### src/hdl/ebl_pkg.sv
// Shared types, codes and constants of the eye-blink animator.
package ebl_pkg;

	localparam int unsigned OPEN_HEIGHT = 5;

	localparam int unsigned HEIGHT_W = 3;
	localparam int unsigned TIME_W   = 32;
	localparam int unsigned SPAN_W   = 16;
	localparam int unsigned ROLL_W   = 7;
	localparam int unsigned DELAY_W  = 13;
	localparam int unsigned ADDR_W   = 5;
	localparam int unsigned DATA_W   = 32;

	localparam logic [1:0] PH_OPEN    = 2'd0;
	localparam logic [1:0] PH_CLOSING = 2'd1;
	localparam logic [1:0] PH_CLOSED  = 2'd2;
	localparam logic [1:0] PH_OPENING = 2'd3;

	localparam logic [1:0] KIND_NORMAL = 2'd0;
	localparam logic [1:0] KIND_SLOW   = 2'd1;
	localparam logic [1:0] KIND_DOUBLE = 2'd2;

	localparam logic OP_TICK    = 1'b0;
	localparam logic OP_RESTART = 1'b1;

	localparam logic [2:0] REG_CLOSE_STEP_NORMAL = 3'd0;
	localparam logic [2:0] REG_CLOSE_STEP_SLOW   = 3'd1;
	localparam logic [2:0] REG_HOLD_NORMAL       = 3'd2;
	localparam logic [2:0] REG_HOLD_SLOW         = 3'd3;
	localparam logic [2:0] REG_OPEN_STEP         = 3'd4;
	localparam logic [2:0] REG_NORMAL_LIMIT      = 3'd5;
	localparam logic [2:0] REG_SLOW_LIMIT        = 3'd6;

	localparam logic [HEIGHT_W-1:0] HEIGHT_FULL   = HEIGHT_W'(OPEN_HEIGHT);
	localparam logic [HEIGHT_W-1:0] HEIGHT_CLOSED = HEIGHT_W'(1);

	typedef struct packed {
		logic [SPAN_W-1:0] close_step_normal;
		logic [SPAN_W-1:0] close_step_slow;
		logic [SPAN_W-1:0] hold_normal;
		logic [SPAN_W-1:0] hold_slow;
		logic [SPAN_W-1:0] open_step;
		logic [ROLL_W-1:0] normal_limit;
		logic [ROLL_W-1:0] slow_limit;
	} cfg_t;

endpackage

### src/hdl/ebl_cfg.sv
// Configuration register file with APB-style access.
module ebl_cfg (
	input  logic                          clk,
	input  logic                          arst_n,
	input  logic                          psel,
	input  logic                          penable,
	input  logic                          pwrite,
	input  logic [ebl_pkg::ADDR_W-1:0]    paddr,
	input  logic [ebl_pkg::DATA_W-1:0]    pwdata,
	output logic [ebl_pkg::DATA_W-1:0]    prdata,
	output logic                          pready,
	output ebl_pkg::cfg_t                 cfg
);
	import ebl_pkg::*;

	cfg_t       cfg_q;
	logic       wr_en;
	logic [2:0] idx;

	assign pready = 1'b1;
	assign wr_en  = psel & penable & pwrite;
	assign idx    = paddr[ADDR_W-1:2];
	assign cfg    = cfg_q;

	always_ff @(posedge clk or negedge arst_n) begin
		if (!arst_n) begin
			cfg_q.close_step_normal <= SPAN_W'(60);
			cfg_q.close_step_slow   <= SPAN_W'(120);
			cfg_q.hold_normal       <= SPAN_W'(120);
			cfg_q.hold_slow         <= SPAN_W'(250);
			cfg_q.open_step         <= SPAN_W'(60);
			cfg_q.normal_limit      <= ROLL_W'(80);
			cfg_q.slow_limit        <= ROLL_W'(95);
		end else if (wr_en) begin
			unique case (idx)
				REG_CLOSE_STEP_NORMAL: cfg_q.close_step_normal <= pwdata[SPAN_W-1:0];
				REG_CLOSE_STEP_SLOW:   cfg_q.close_step_slow   <= pwdata[SPAN_W-1:0];
				REG_HOLD_NORMAL:       cfg_q.hold_normal       <= pwdata[SPAN_W-1:0];
				REG_HOLD_SLOW:         cfg_q.hold_slow         <= pwdata[SPAN_W-1:0];
				REG_OPEN_STEP:         cfg_q.open_step         <= pwdata[SPAN_W-1:0];
				REG_NORMAL_LIMIT:      cfg_q.normal_limit      <= pwdata[ROLL_W-1:0];
				REG_SLOW_LIMIT:        cfg_q.slow_limit        <= pwdata[ROLL_W-1:0];
				default: begin
				end
			endcase
		end
	end

	always_comb begin
		prdata = '0;
		unique case (idx)
			REG_CLOSE_STEP_NORMAL: prdata = DATA_W'(cfg_q.close_step_normal);
			REG_CLOSE_STEP_SLOW:   prdata = DATA_W'(cfg_q.close_step_slow);
			REG_HOLD_NORMAL:       prdata = DATA_W'(cfg_q.hold_normal);
			REG_HOLD_SLOW:         prdata = DATA_W'(cfg_q.hold_slow);
			REG_OPEN_STEP:         prdata = DATA_W'(cfg_q.open_step);
			REG_NORMAL_LIMIT:      prdata = DATA_W'(cfg_q.normal_limit);
			REG_SLOW_LIMIT:        prdata = DATA_W'(cfg_q.slow_limit);
			default:               prdata = '0;
		endcase
	end

endmodule

### src/hdl/ebl_core.sv
// Input register, blink sequencer state and result register.
module ebl_core (
	input  logic                           clk,
	input  logic                           arst_n,
	input  ebl_pkg::cfg_t                  cfg,
	input  logic                           in_valid,
	output logic                           in_stall,
	input  logic                           op,
	input  logic [ebl_pkg::TIME_W-1:0]     now_ms,
	input  logic [ebl_pkg::ROLL_W-1:0]     type_roll,
	input  logic [ebl_pkg::DELAY_W-1:0]    delay_roll,
	output logic                           out_valid,
	input  logic                           out_stall,
	output logic [ebl_pkg::HEIGHT_W-1:0]   eye_height,
	output logic                           changed,
	output logic [1:0]                     phase
);
	import ebl_pkg::*;

	// input stage
	logic                valid_s1;
	logic                op_s1;
	logic [TIME_W-1:0]   now_s1;
	logic [ROLL_W-1:0]   roll_s1;
	logic [DELAY_W-1:0]  delay_s1;

	// sequencer state
	logic [1:0]          phase_q;
	logic [HEIGHT_W-1:0] height_q;
	logic [TIME_W-1:0]   frame_q;
	logic [TIME_W-1:0]   deadline_q;
	logic [1:0]          kind_q;
	logic                second_q;

	// result register
	logic                out_valid_q;
	logic [HEIGHT_W-1:0] height_out_q;
	logic                changed_q;
	logic [1:0]          phase_out_q;

	logic                in_acc;
	logic                adv;

	logic [1:0]          phase_d;
	logic [HEIGHT_W-1:0] height_d;
	logic [TIME_W-1:0]   frame_d;
	logic [TIME_W-1:0]   deadline_d;
	logic [1:0]          kind_d;
	logic                second_d;
	logic [TIME_W-1:0]   elapsed;
	logic [TIME_W-1:0]   new_deadline;
	logic [SPAN_W-1:0]   close_span;
	logic [SPAN_W-1:0]   hold_span;
	logic [HEIGHT_W:0]   height_up;

	assign adv      = valid_s1 & (~out_valid_q | ~out_stall);
	assign in_stall = valid_s1 & ~adv;
	assign in_acc   = in_valid & ~in_stall;

	always_ff @(posedge clk or negedge arst_n) begin
		if (!arst_n) begin
			valid_s1 <= 1'b0;
		end else if (in_acc) begin
			valid_s1 <= 1'b1;
		end else if (adv) begin
			valid_s1 <= 1'b0;
		end
	end

	always_ff @(posedge clk) begin
		if (in_acc) begin
			op_s1    <= op;
			now_s1   <= now_ms;
			roll_s1  <= type_roll;
			delay_s1 <= delay_roll;
		end
	end

	assign elapsed      = now_s1 - frame_q;
	assign new_deadline = now_s1 + TIME_W'(delay_s1);
	assign close_span   = (kind_q == KIND_SLOW) ? cfg.close_step_slow : cfg.close_step_normal;
	assign hold_span    = (kind_q == KIND_SLOW) ? cfg.hold_slow : cfg.hold_normal;
	assign height_up    = {1'b0, height_q} + (HEIGHT_W+1)'(1);

	always_comb begin
		phase_d    = phase_q;
		height_d   = height_q;
		frame_d    = frame_q;
		deadline_d = deadline_q;
		kind_d     = kind_q;
		second_d   = second_q;
		if (op_s1 == OP_RESTART) begin
			phase_d    = PH_OPEN;
			height_d   = HEIGHT_FULL;
			frame_d    = now_s1;
			deadline_d = new_deadline;
			second_d   = 1'b0;
		end else begin
			unique case (phase_q)
				PH_OPEN: begin
					if (now_s1 > deadline_q) begin
						priority if (roll_s1 < cfg.normal_limit) begin
							kind_d = KIND_NORMAL;
						end else if (roll_s1 < cfg.slow_limit) begin
							kind_d = KIND_SLOW;
						end else begin
							kind_d = KIND_DOUBLE;
						end
						phase_d = PH_CLOSING;
						frame_d = now_s1;
					end
				end
				PH_CLOSING: begin
					if (elapsed > TIME_W'(close_span)) begin
						if (height_q <= HEIGHT_W'(2)) begin
							height_d = HEIGHT_CLOSED;
							phase_d  = PH_CLOSED;
						end else begin
							height_d = height_q - HEIGHT_W'(1);
						end
						frame_d = now_s1;
					end
				end
				PH_CLOSED: begin
					if (elapsed > TIME_W'(hold_span)) begin
						phase_d = PH_OPENING;
						frame_d = now_s1;
					end
				end
				PH_OPENING: begin
					if (elapsed > TIME_W'(cfg.open_step)) begin
						if (height_up >= (HEIGHT_W+1)'(OPEN_HEIGHT)) begin
							height_d = HEIGHT_FULL;
							if (kind_q == KIND_DOUBLE && !second_q) begin
								second_d = 1'b1;
								phase_d  = PH_CLOSING;
							end else begin
								phase_d    = PH_OPEN;
								deadline_d = new_deadline;
								second_d   = 1'b0;
							end
						end else begin
							height_d = height_up[HEIGHT_W-1:0];
						end
						frame_d = now_s1;
					end
				end
			endcase
		end
	end

	always_ff @(posedge clk or negedge arst_n) begin
		if (!arst_n) begin
			phase_q    <= PH_OPEN;
			height_q   <= HEIGHT_FULL;
			frame_q    <= '0;
			deadline_q <= '0;
			kind_q     <= KIND_NORMAL;
			second_q   <= 1'b0;
		end else if (adv) begin
			phase_q    <= phase_d;
			height_q   <= height_d;
			frame_q    <= frame_d;
			deadline_q <= deadline_d;
			kind_q     <= kind_d;
			second_q   <= second_d;
		end
	end

	always_ff @(posedge clk or negedge arst_n) begin
		if (!arst_n) begin
			out_valid_q <= 1'b0;
		end else if (adv) begin
			out_valid_q <= 1'b1;
		end else if (!out_stall) begin
			out_valid_q <= 1'b0;
		end
	end

	// reported height tracks the stored height; a restart reports no change
	always_ff @(posedge clk) begin
		if (adv) begin
			height_out_q <= height_d;
			changed_q    <= (op_s1 != OP_RESTART) && (height_d != height_q);
			phase_out_q  <= phase_d;
		end
	end

	assign out_valid  = out_valid_q;
	assign eye_height = height_out_q;
	assign changed    = changed_q;
	assign phase      = phase_out_q;

endmodule

### src/hdl/eye_blink_animator.sv
// Top level of the eye-blink animator: configuration registers and sequencer core.
//
//   channel  signals                                       direction
//   input    in_valid/in_stall, op, now_ms, type_roll,    in
//            delay_roll
//   result   out_valid/out_stall, eye_height, changed,    out
//            phase
//   config   psel/penable/pwrite/paddr/pwdata/prdata/     in/out
//            pready
//
// One transaction per clock while the result is not stalled; an accepted
// transaction passes through the input register, then the result register.
// Reset opens the eye at full height with all timers cleared.
// A stalled result holds the input register; input stall rises only when
// both stages are full and the result is stalled.
module eye_blink_animator (
	input  logic                          clk,
	input  logic                          arst_n,
	input  logic                          psel,
	input  logic                          penable,
	input  logic                          pwrite,
	input  logic [ebl_pkg::ADDR_W-1:0]    paddr,
	input  logic [ebl_pkg::DATA_W-1:0]    pwdata,
	output logic [ebl_pkg::DATA_W-1:0]    prdata,
	output logic                          pready,
	input  logic                          in_valid,
	output logic                          in_stall,
	input  logic                          op,
	input  logic [ebl_pkg::TIME_W-1:0]    now_ms,
	input  logic [ebl_pkg::ROLL_W-1:0]    type_roll,
	input  logic [ebl_pkg::DELAY_W-1:0]   delay_roll,
	output logic                          out_valid,
	input  logic                          out_stall,
	output logic [ebl_pkg::HEIGHT_W-1:0]  eye_height,
	output logic                          changed,
	output logic [1:0]                    phase
);
	import ebl_pkg::*;

	cfg_t cfg;

	ebl_cfg u_cfg (
		.clk     (clk),
		.arst_n  (arst_n),
		.psel    (psel),
		.penable (penable),
		.pwrite  (pwrite),
		.paddr   (paddr),
		.pwdata  (pwdata),
		.prdata  (prdata),
		.pready  (pready),
		.cfg     (cfg)
	);

	ebl_core u_core (
		.clk        (clk),
		.arst_n     (arst_n),
		.cfg        (cfg),
		.in_valid   (in_valid),
		.in_stall   (in_stall),
		.op         (op),
		.now_ms     (now_ms),
		.type_roll  (type_roll),
		.delay_roll (delay_roll),
		.out_valid  (out_valid),
		.out_stall  (out_stall),
		.eye_height (eye_height),
		.changed    (changed),
		.phase      (phase)
	);

endmodule

### config.mk
export PLATFORM = sky130hd
export DESIGN_NAME = eye_blink_animator
export DESIGN_NICKNAME = d
export VERILOG_FILES = /design/src/hdl/ebl_pkg.sv /design/src/hdl/ebl_cfg.sv /design/src/hdl/ebl_core.sv /design/src/hdl/eye_blink_animator.sv
export SDC_FILE = /design/constraint.sdc
export NUM_CORES = 1
export LEC_CHECK = 0
export ABC_AREA = 0
export BUFFER_PORTS_ARGS = -buffer_cell sky130_fd_sc_hd__buf_2
export CORE_MARGIN = 2
export CORE_UTILIZATION = 58
export DETAILED_ROUTE_END_ITERATION = 16
export PLACE_DENSITY = 0.88
export SKIP_LAST_GASP = 1
export SLEW_MARGIN = 20
export SYNTH_ARGS = -nofsm -noshare
export SYNTH_HDL_FRONTEND = slang
export SYNTH_SLANG_ARGS = --single-unit
### constraint.sdc
create_clock -name clk -period 5.5 [get_ports clk]
set_input_delay 0.275 -clock clk [delete_from_list [all_inputs] [get_ports clk]]
set_output_delay 0.275 -clock clk [all_outputs]
set_load 0.02 [all_outputs]
# Word level (Yosys, flattened, before mapping)
# Index checks and enable logic that the tools add are counted.
# Widths: inputs -> output; s select.
[op_classes] addsub=4 n_lt_le_gt_ge=8 eq_ne=18 mux=40 bitwise=11 reduce_logical=20
[ops] op="$mux 32" count=10
[ops] op="$pmux 32 s4" count=1
[ops] op="$pmux 16 s7" count=1
[ops] op="$gt 32x16->1" count=3
[ops] op="$add 32x13->32" count=1
[ops] op="$gt 32x32->1" count=1
[ops] op="$mux 16" count=2
[ops] op="$sub 32x32->32" count=1
[ops] op="$mux 2" count=9
[ops] op="$mux 3" count=5
[ops] op="$lt 7x7->1" count=2
[ops] op="$reduce_and 2->1" count=7
[ops] op="$ne 3x1->1 const B" count=4
[ops] op="$mux 1" count=10
[ops] op="$reduce_and 5->1" count=2
[ops] op="$eq 3x3->1 const B" count=3
[ops] op="$pmux 2 s4" count=1
[ops] op="$reduce_and 4->1" count=2
[ops] op="$reduce_bool 2->1" count=4
[ops] op="$eq 2x2->1 const B" count=3
[ops] op="$eq 3x2->1 const B" count=2
[ops] op="$pmux 3 s2" count=1
[ops] op="$and 1x1->1" count=5
[ops] op="$not 1->1" count=5
[ops] op="13 further kinds" count=16
[totals] regBits=227 output_inout_bits=41 word_cells=123

# Longest topological paths before layout
[depth] depth_word=8 depth_mapped=22 mapped_depth_nobuf=21

# By module
# A second synthesis with hierarchy kept.
[unflattened] hier_cells=1519 hier_area_um2=15740.1
[modules_own_cells] mod="ebl_core" instances=1 cells_per_inst=1171 area_each_um2=11110.7 seq_area_each_um2=3626.0
[modules_own_cells] mod="ebl_cfg" instances=1 cells_per_inst=348 area_each_um2=4629.4 seq_area_each_um2=2389.8

# Worst setup path after synthesis
# No wires, ideal clock.
[synth_timing] path_kind="register to register" from="register u_core.now_s1[0]" to="register u_core.deadline_q[0]" setup_ns=0.127 arrival_time_ns=4.152 required_ns=5.373 path_slack_ns=1.220 stages_incl_launch_ff=21 path_buffers=1 synth_period_minus_slack_ns=4.280 path_cell_list="edfxtp_1 -> inv_1 -> ha_1 -> fa_1 -> nand2b_1 -> a21oi_2 -> nor2_1 -> o21ai_0 -> xor2_1 -> ha_1 -> a21o_1 -> a21o_1 -> a21oi_1 -> o21ai_0 -> o21ai_0 -> a21oi_1 -> nor4_4 -> or4_1 -> a21oi_2 -> buf_4 -> mux2_1"
[synth_via] elab_chain_len=6 elab_cells_between_ends=10 cone_classes="2 x add/sub; 1 x order compare; 5 x mux; 2 x reduce/logical"
[synth_lines] item="from (decl)" line_no="ebl_core.sv:23" rtl="logic [TIME_W-1:0] now_s1;"
[synth_lines] item="from (signal assigned)" line_no="ebl_core.sv:73" rtl="now_s1 <= now_ms;"
[synth_lines] item="branches (longest 6 deep; another with $sub 32x32->32)"
[synth_lines] item="to (signal assigned)" line_no="ebl_core.sv:164" rtl="deadline_q <= deadline_d;"
[synth_lines] item="to (decl)" line_no="ebl_core.sv:31" rtl="logic [TIME_W-1:0] deadline_q;"
# Several ways; the timed one is not identified. The select of a mux whose other input is x is not followed.
# A chain may end at the register's enable or synchronous reset.

# Worst setup path in the final report
[layout_timing] from="register u_core.now_s1[8]" to="register u_core.deadline_q[1]"
[layout_via] elab_chain_len=4
[layout_lines] item="$sub 32x32->32" line_no="ebl_core.sv:79" rtl="assign elapsed = now_s1 - frame_q;"
[layout_lines] item="$gt 32x16->1" line_no="ebl_core.sv:131" rtl="if (elapsed > TIME_W'(cfg.open_step)) begin"
[layout_lines] item="$reduce_bool 2->1 (no line)"
[layout_lines] item="$reduce_and 5->1 (no line)"
# Every way passes these cells.

==> results.json <==
{
  "outcome": "finished, final reports clean",
  "die_y_um": 166,
  "final_common_cell": "inv_1",
  "cts_buffers": 26,
  "n_fill_cell": 1968,
  "wirelength_um": 39600,
  "min_period_ns": 5.15,
  "start_util": 0.589,
  "via_per_inst": 6.22,
  "critical_path_class": "register to register",
  "netlist_instances": 1573,
  "reg2reg_from": "u_core.now_s1[8]$_DFFE_PP_",
  "crit_start": "u_core.now_s1[8]$_DFFE_PP_",
  "finalCritPeriodShare": 0.936,
  "maxSlewHeadroom": 0.260,
  "post_cts_resized": 0,
  "first_iter_violations": 930,
  "p_leak_nw": 8.06,
  "hold_slack_ns": 0.0179,
  "layout-drive-gt1-share": 0.185,
  "arrival_ns": 5.60,
  "max_cap_violations": 0,
  "via_count": 12900,
  "synth_xor_area_frac": 0.0269,
  "async_flop_share": 0.740,
  "netlist_area_sq_um": 15300,
  "synth_fa_ha_area_frac": 0.117,
  "power_mw": 8.71,
  "min-delay-start": "pwdata[8]",
  "ys_types": 75,
  "cp_max_fo": 22,
  "drcViolationCount": 0,
  "synthSimpleGateAreaFrac": 0.128,
  "ioPinCount": 138,
  "setup_violations": 0,
  "fin_nets": 1960,
  "clock_latency_ns": 0.54,
  "dp_hpwl_um": 27900,
  "pwr-share-clk": 0.213,
  "synthFlopType": "dfrtp_1",
  "hp-class": "primary input to register",
  "drv_slew": 0,
  "ys_seq_area_frac": 0.393,
  "cts_tree": "yes",
  "first_global_vias": 13000,
  "path_clk_slew_ns": 0.06,
  "clock_sinks": 227,
  "power_frac_comb": 0.507,
  "power.density_nw_per_um2": 493,
  "grt_overflow": 0,
  "gp_congestion": 0.922,
  "hold_viol_final": 0,
  "p_int_mw": 5.13,
  "p_switching_mw": 3.58,
  "crit_path_end_kind": "register",
  "grt_usage": 0.283,
  "synth_mux_area_frac": 0.0980,
  "switching_share": 0.411,
  "pwr-share-seq": 0.281,
  "yosys_register_bits": 227,
  "start_kind": "register",
  "cts_root_buf": "clkbuf_16",
  "fin_skew_ns": 0.0193,
  "n_antenna_cell": 0,
  "worstMarginPinSlew_ns": 1.11,
  "rsz0062_at_grt": "no",
  "grt_max_degree": 116,
  "clock_path_buffers": 3,
  "synth_edf_count": 59,
  "synth_top_family_by_area": "compound AO/OA/AOI/OAI gates",
  "antenna_found_initial": 0,
  "syn_area_per_cell_sq_um": 9.74,
  "die-area_sq_um": 27700,
  "wl_per_cell_um": 19.1,
  "ant_nets": 0,
  "first_pass_iters": 7,
  "cts_max_level": 1,
  "final_cell_mix": "inv_1 (149), ha_1 (140), dfrtp_1 (136)",
  "final.setup.tns_ns": 0,
  "fp.coreArea_sq_um": 26000,
  "fmax_mhz": 194,
  "synth_compound_gate_area_share": 0.176,
  "std_cell_rows": 59,
  "worstPathRequired_ns": 5.95,
  "ir_drop_uv": 354,
  "portBuffers": 102,
  "grt_pass1_wl_um": 64900,
  "yosys_warnings": 0,
  "die_width_um": 166,
  "syn_to_final_growth_pct": 15.2
}
-- layer usage --
metal  vias to the layer above  wire length (um)  GRT usage
li1                       6021                 -          -
met1                      6288             16600      0.369
met2                       512             19400      0.493
met3                        93              2310     0.0314
met4                         0              1300     0.0971
met5                         -                 0          0
-- critical path, stage by stage (launching register included) --
cell	delay [ns]
edfxtp_1	0.50
ha_1	0.44
a21oi_1	0.24
a21boi_1	0.22
inv_2	0.06
o21a_1	0.22
nor2_1	0.18
o21ai_0	0.13
xor2_1	0.41
ha_1	0.21
nand4_1	0.13
o21ai_0	0.31
o21ai_0	0.15
a21oi_1	0.34
nor4_4	0.11
or4_1	0.57
a21oi_4	0.20
buf_12	0.19
buf_4	0.22
mux2i_1	0.20
-- power groups by stage --
stage	Sequential [mW]	Combinational (mW)	Clock, mW
after global placement	2.43	4.10	0
final	2.45	4.41	1.85
after global routing	2.49	4.91	1.93
after floorplan	2.38	3.18	0
after detailed placement	2.46	4.26	0
after CTS	2.44	4.34	1.86
-- what timing repair did --
item / in CTS / in global routing
buffers inserted: 0 / 0
endpoints found under the hold margin: 156 / 0
hold buffers: 55 / 0
-- synth_stat cells (all sizes together) (35+ instances only) --
library cell	number	share of area
clkbuf	45	0.011
mux2	76	0.056
ha	140	0.11
inv	152	0.037
a21o	35	0.017
mux2i	42	0.027
a21oi	106	0.036
nand2	106	0.026
nor2	87	0.021
nor3	59	0.020
edfxtp	59	0.12
dfrtp	136	0.22
o21ai	114	0.037
-- worst paths after layout --
check	slack (ns)	depth (start not counted)	end
hold / removal	0.02	3	u_cfg.cfg[22]$_DFFE_PN0P_
setup / recovery	0.35	19	u_core.deadline_q[1]$_DFFE_PN0P_
hold reg to reg	0.49	1	u_core.kind_q[1]$_DFFE_PN0P_
setup reg to reg	0.35	19	u_core.deadline_q[1]$_DFFE_PN0P_
max in group asynchronous	3.77	3	u_cfg.cfg[41]$_DFFE_PN0P_
min in group asynchronous	0.45	2	u_cfg.cfg[74]$_DFFE_PN0P_
-- flip-flops by register name (all words and copies together) (netlist names) --
register,flops
u_core.kind_q,2
u_core.changed,1
u_core.height_q,3
u_core.op_s1,1
u_core.roll_s1,7
u_core.deadline_q,32
u_core.delay_s1,13
u_core.out_valid,1
u_core.phase,2
u_cfg.cfg,94
u_core.valid_s1,1
u_core.now_s1,32
u_core.eye_height,3
u_core.second_q,1
u_core.frame_q,32
u_core.phase_q,2
-- through the flow --
step,std cells,utilization,cell area (sq um),setup slack [ns]
global route,2076,0.679,17600,0.149
detailed placement,1973,0.622,16200,0.569
global placement,1973,0.622,16200,0.658
floorplan,1588,-,15400,1.22
CTS,2076,0.679,17600,0.520
finish,2076,0.679,17600,0.351
-- area by class of cell --
cell class | count | area [sq um] | share of cell area
tap | 335 | 419 | 0.0238
clock inverter | 12 | 143 | 0.00808
timing repair buffer | 181 | 1260 | 0.0715
inverter | 152 | 571 | 0.0323
clock buffer | 36 | 781 | 0.0442
multi-input combinational | 1133 | 8460 | 0.479
sequential | 227 | 6020 | 0.341
-- cells by family after synthesis --
logic type,after synthesis
AOI/OAI and AO/OA,405
and+or+nand+nor,394
buffers and inverters,228
DFF,227
adders and majority gates,142
muxes,128
xor gates and xnor gates,47
other,2
No activity file was read; power rests on OpenSTA's default activity.
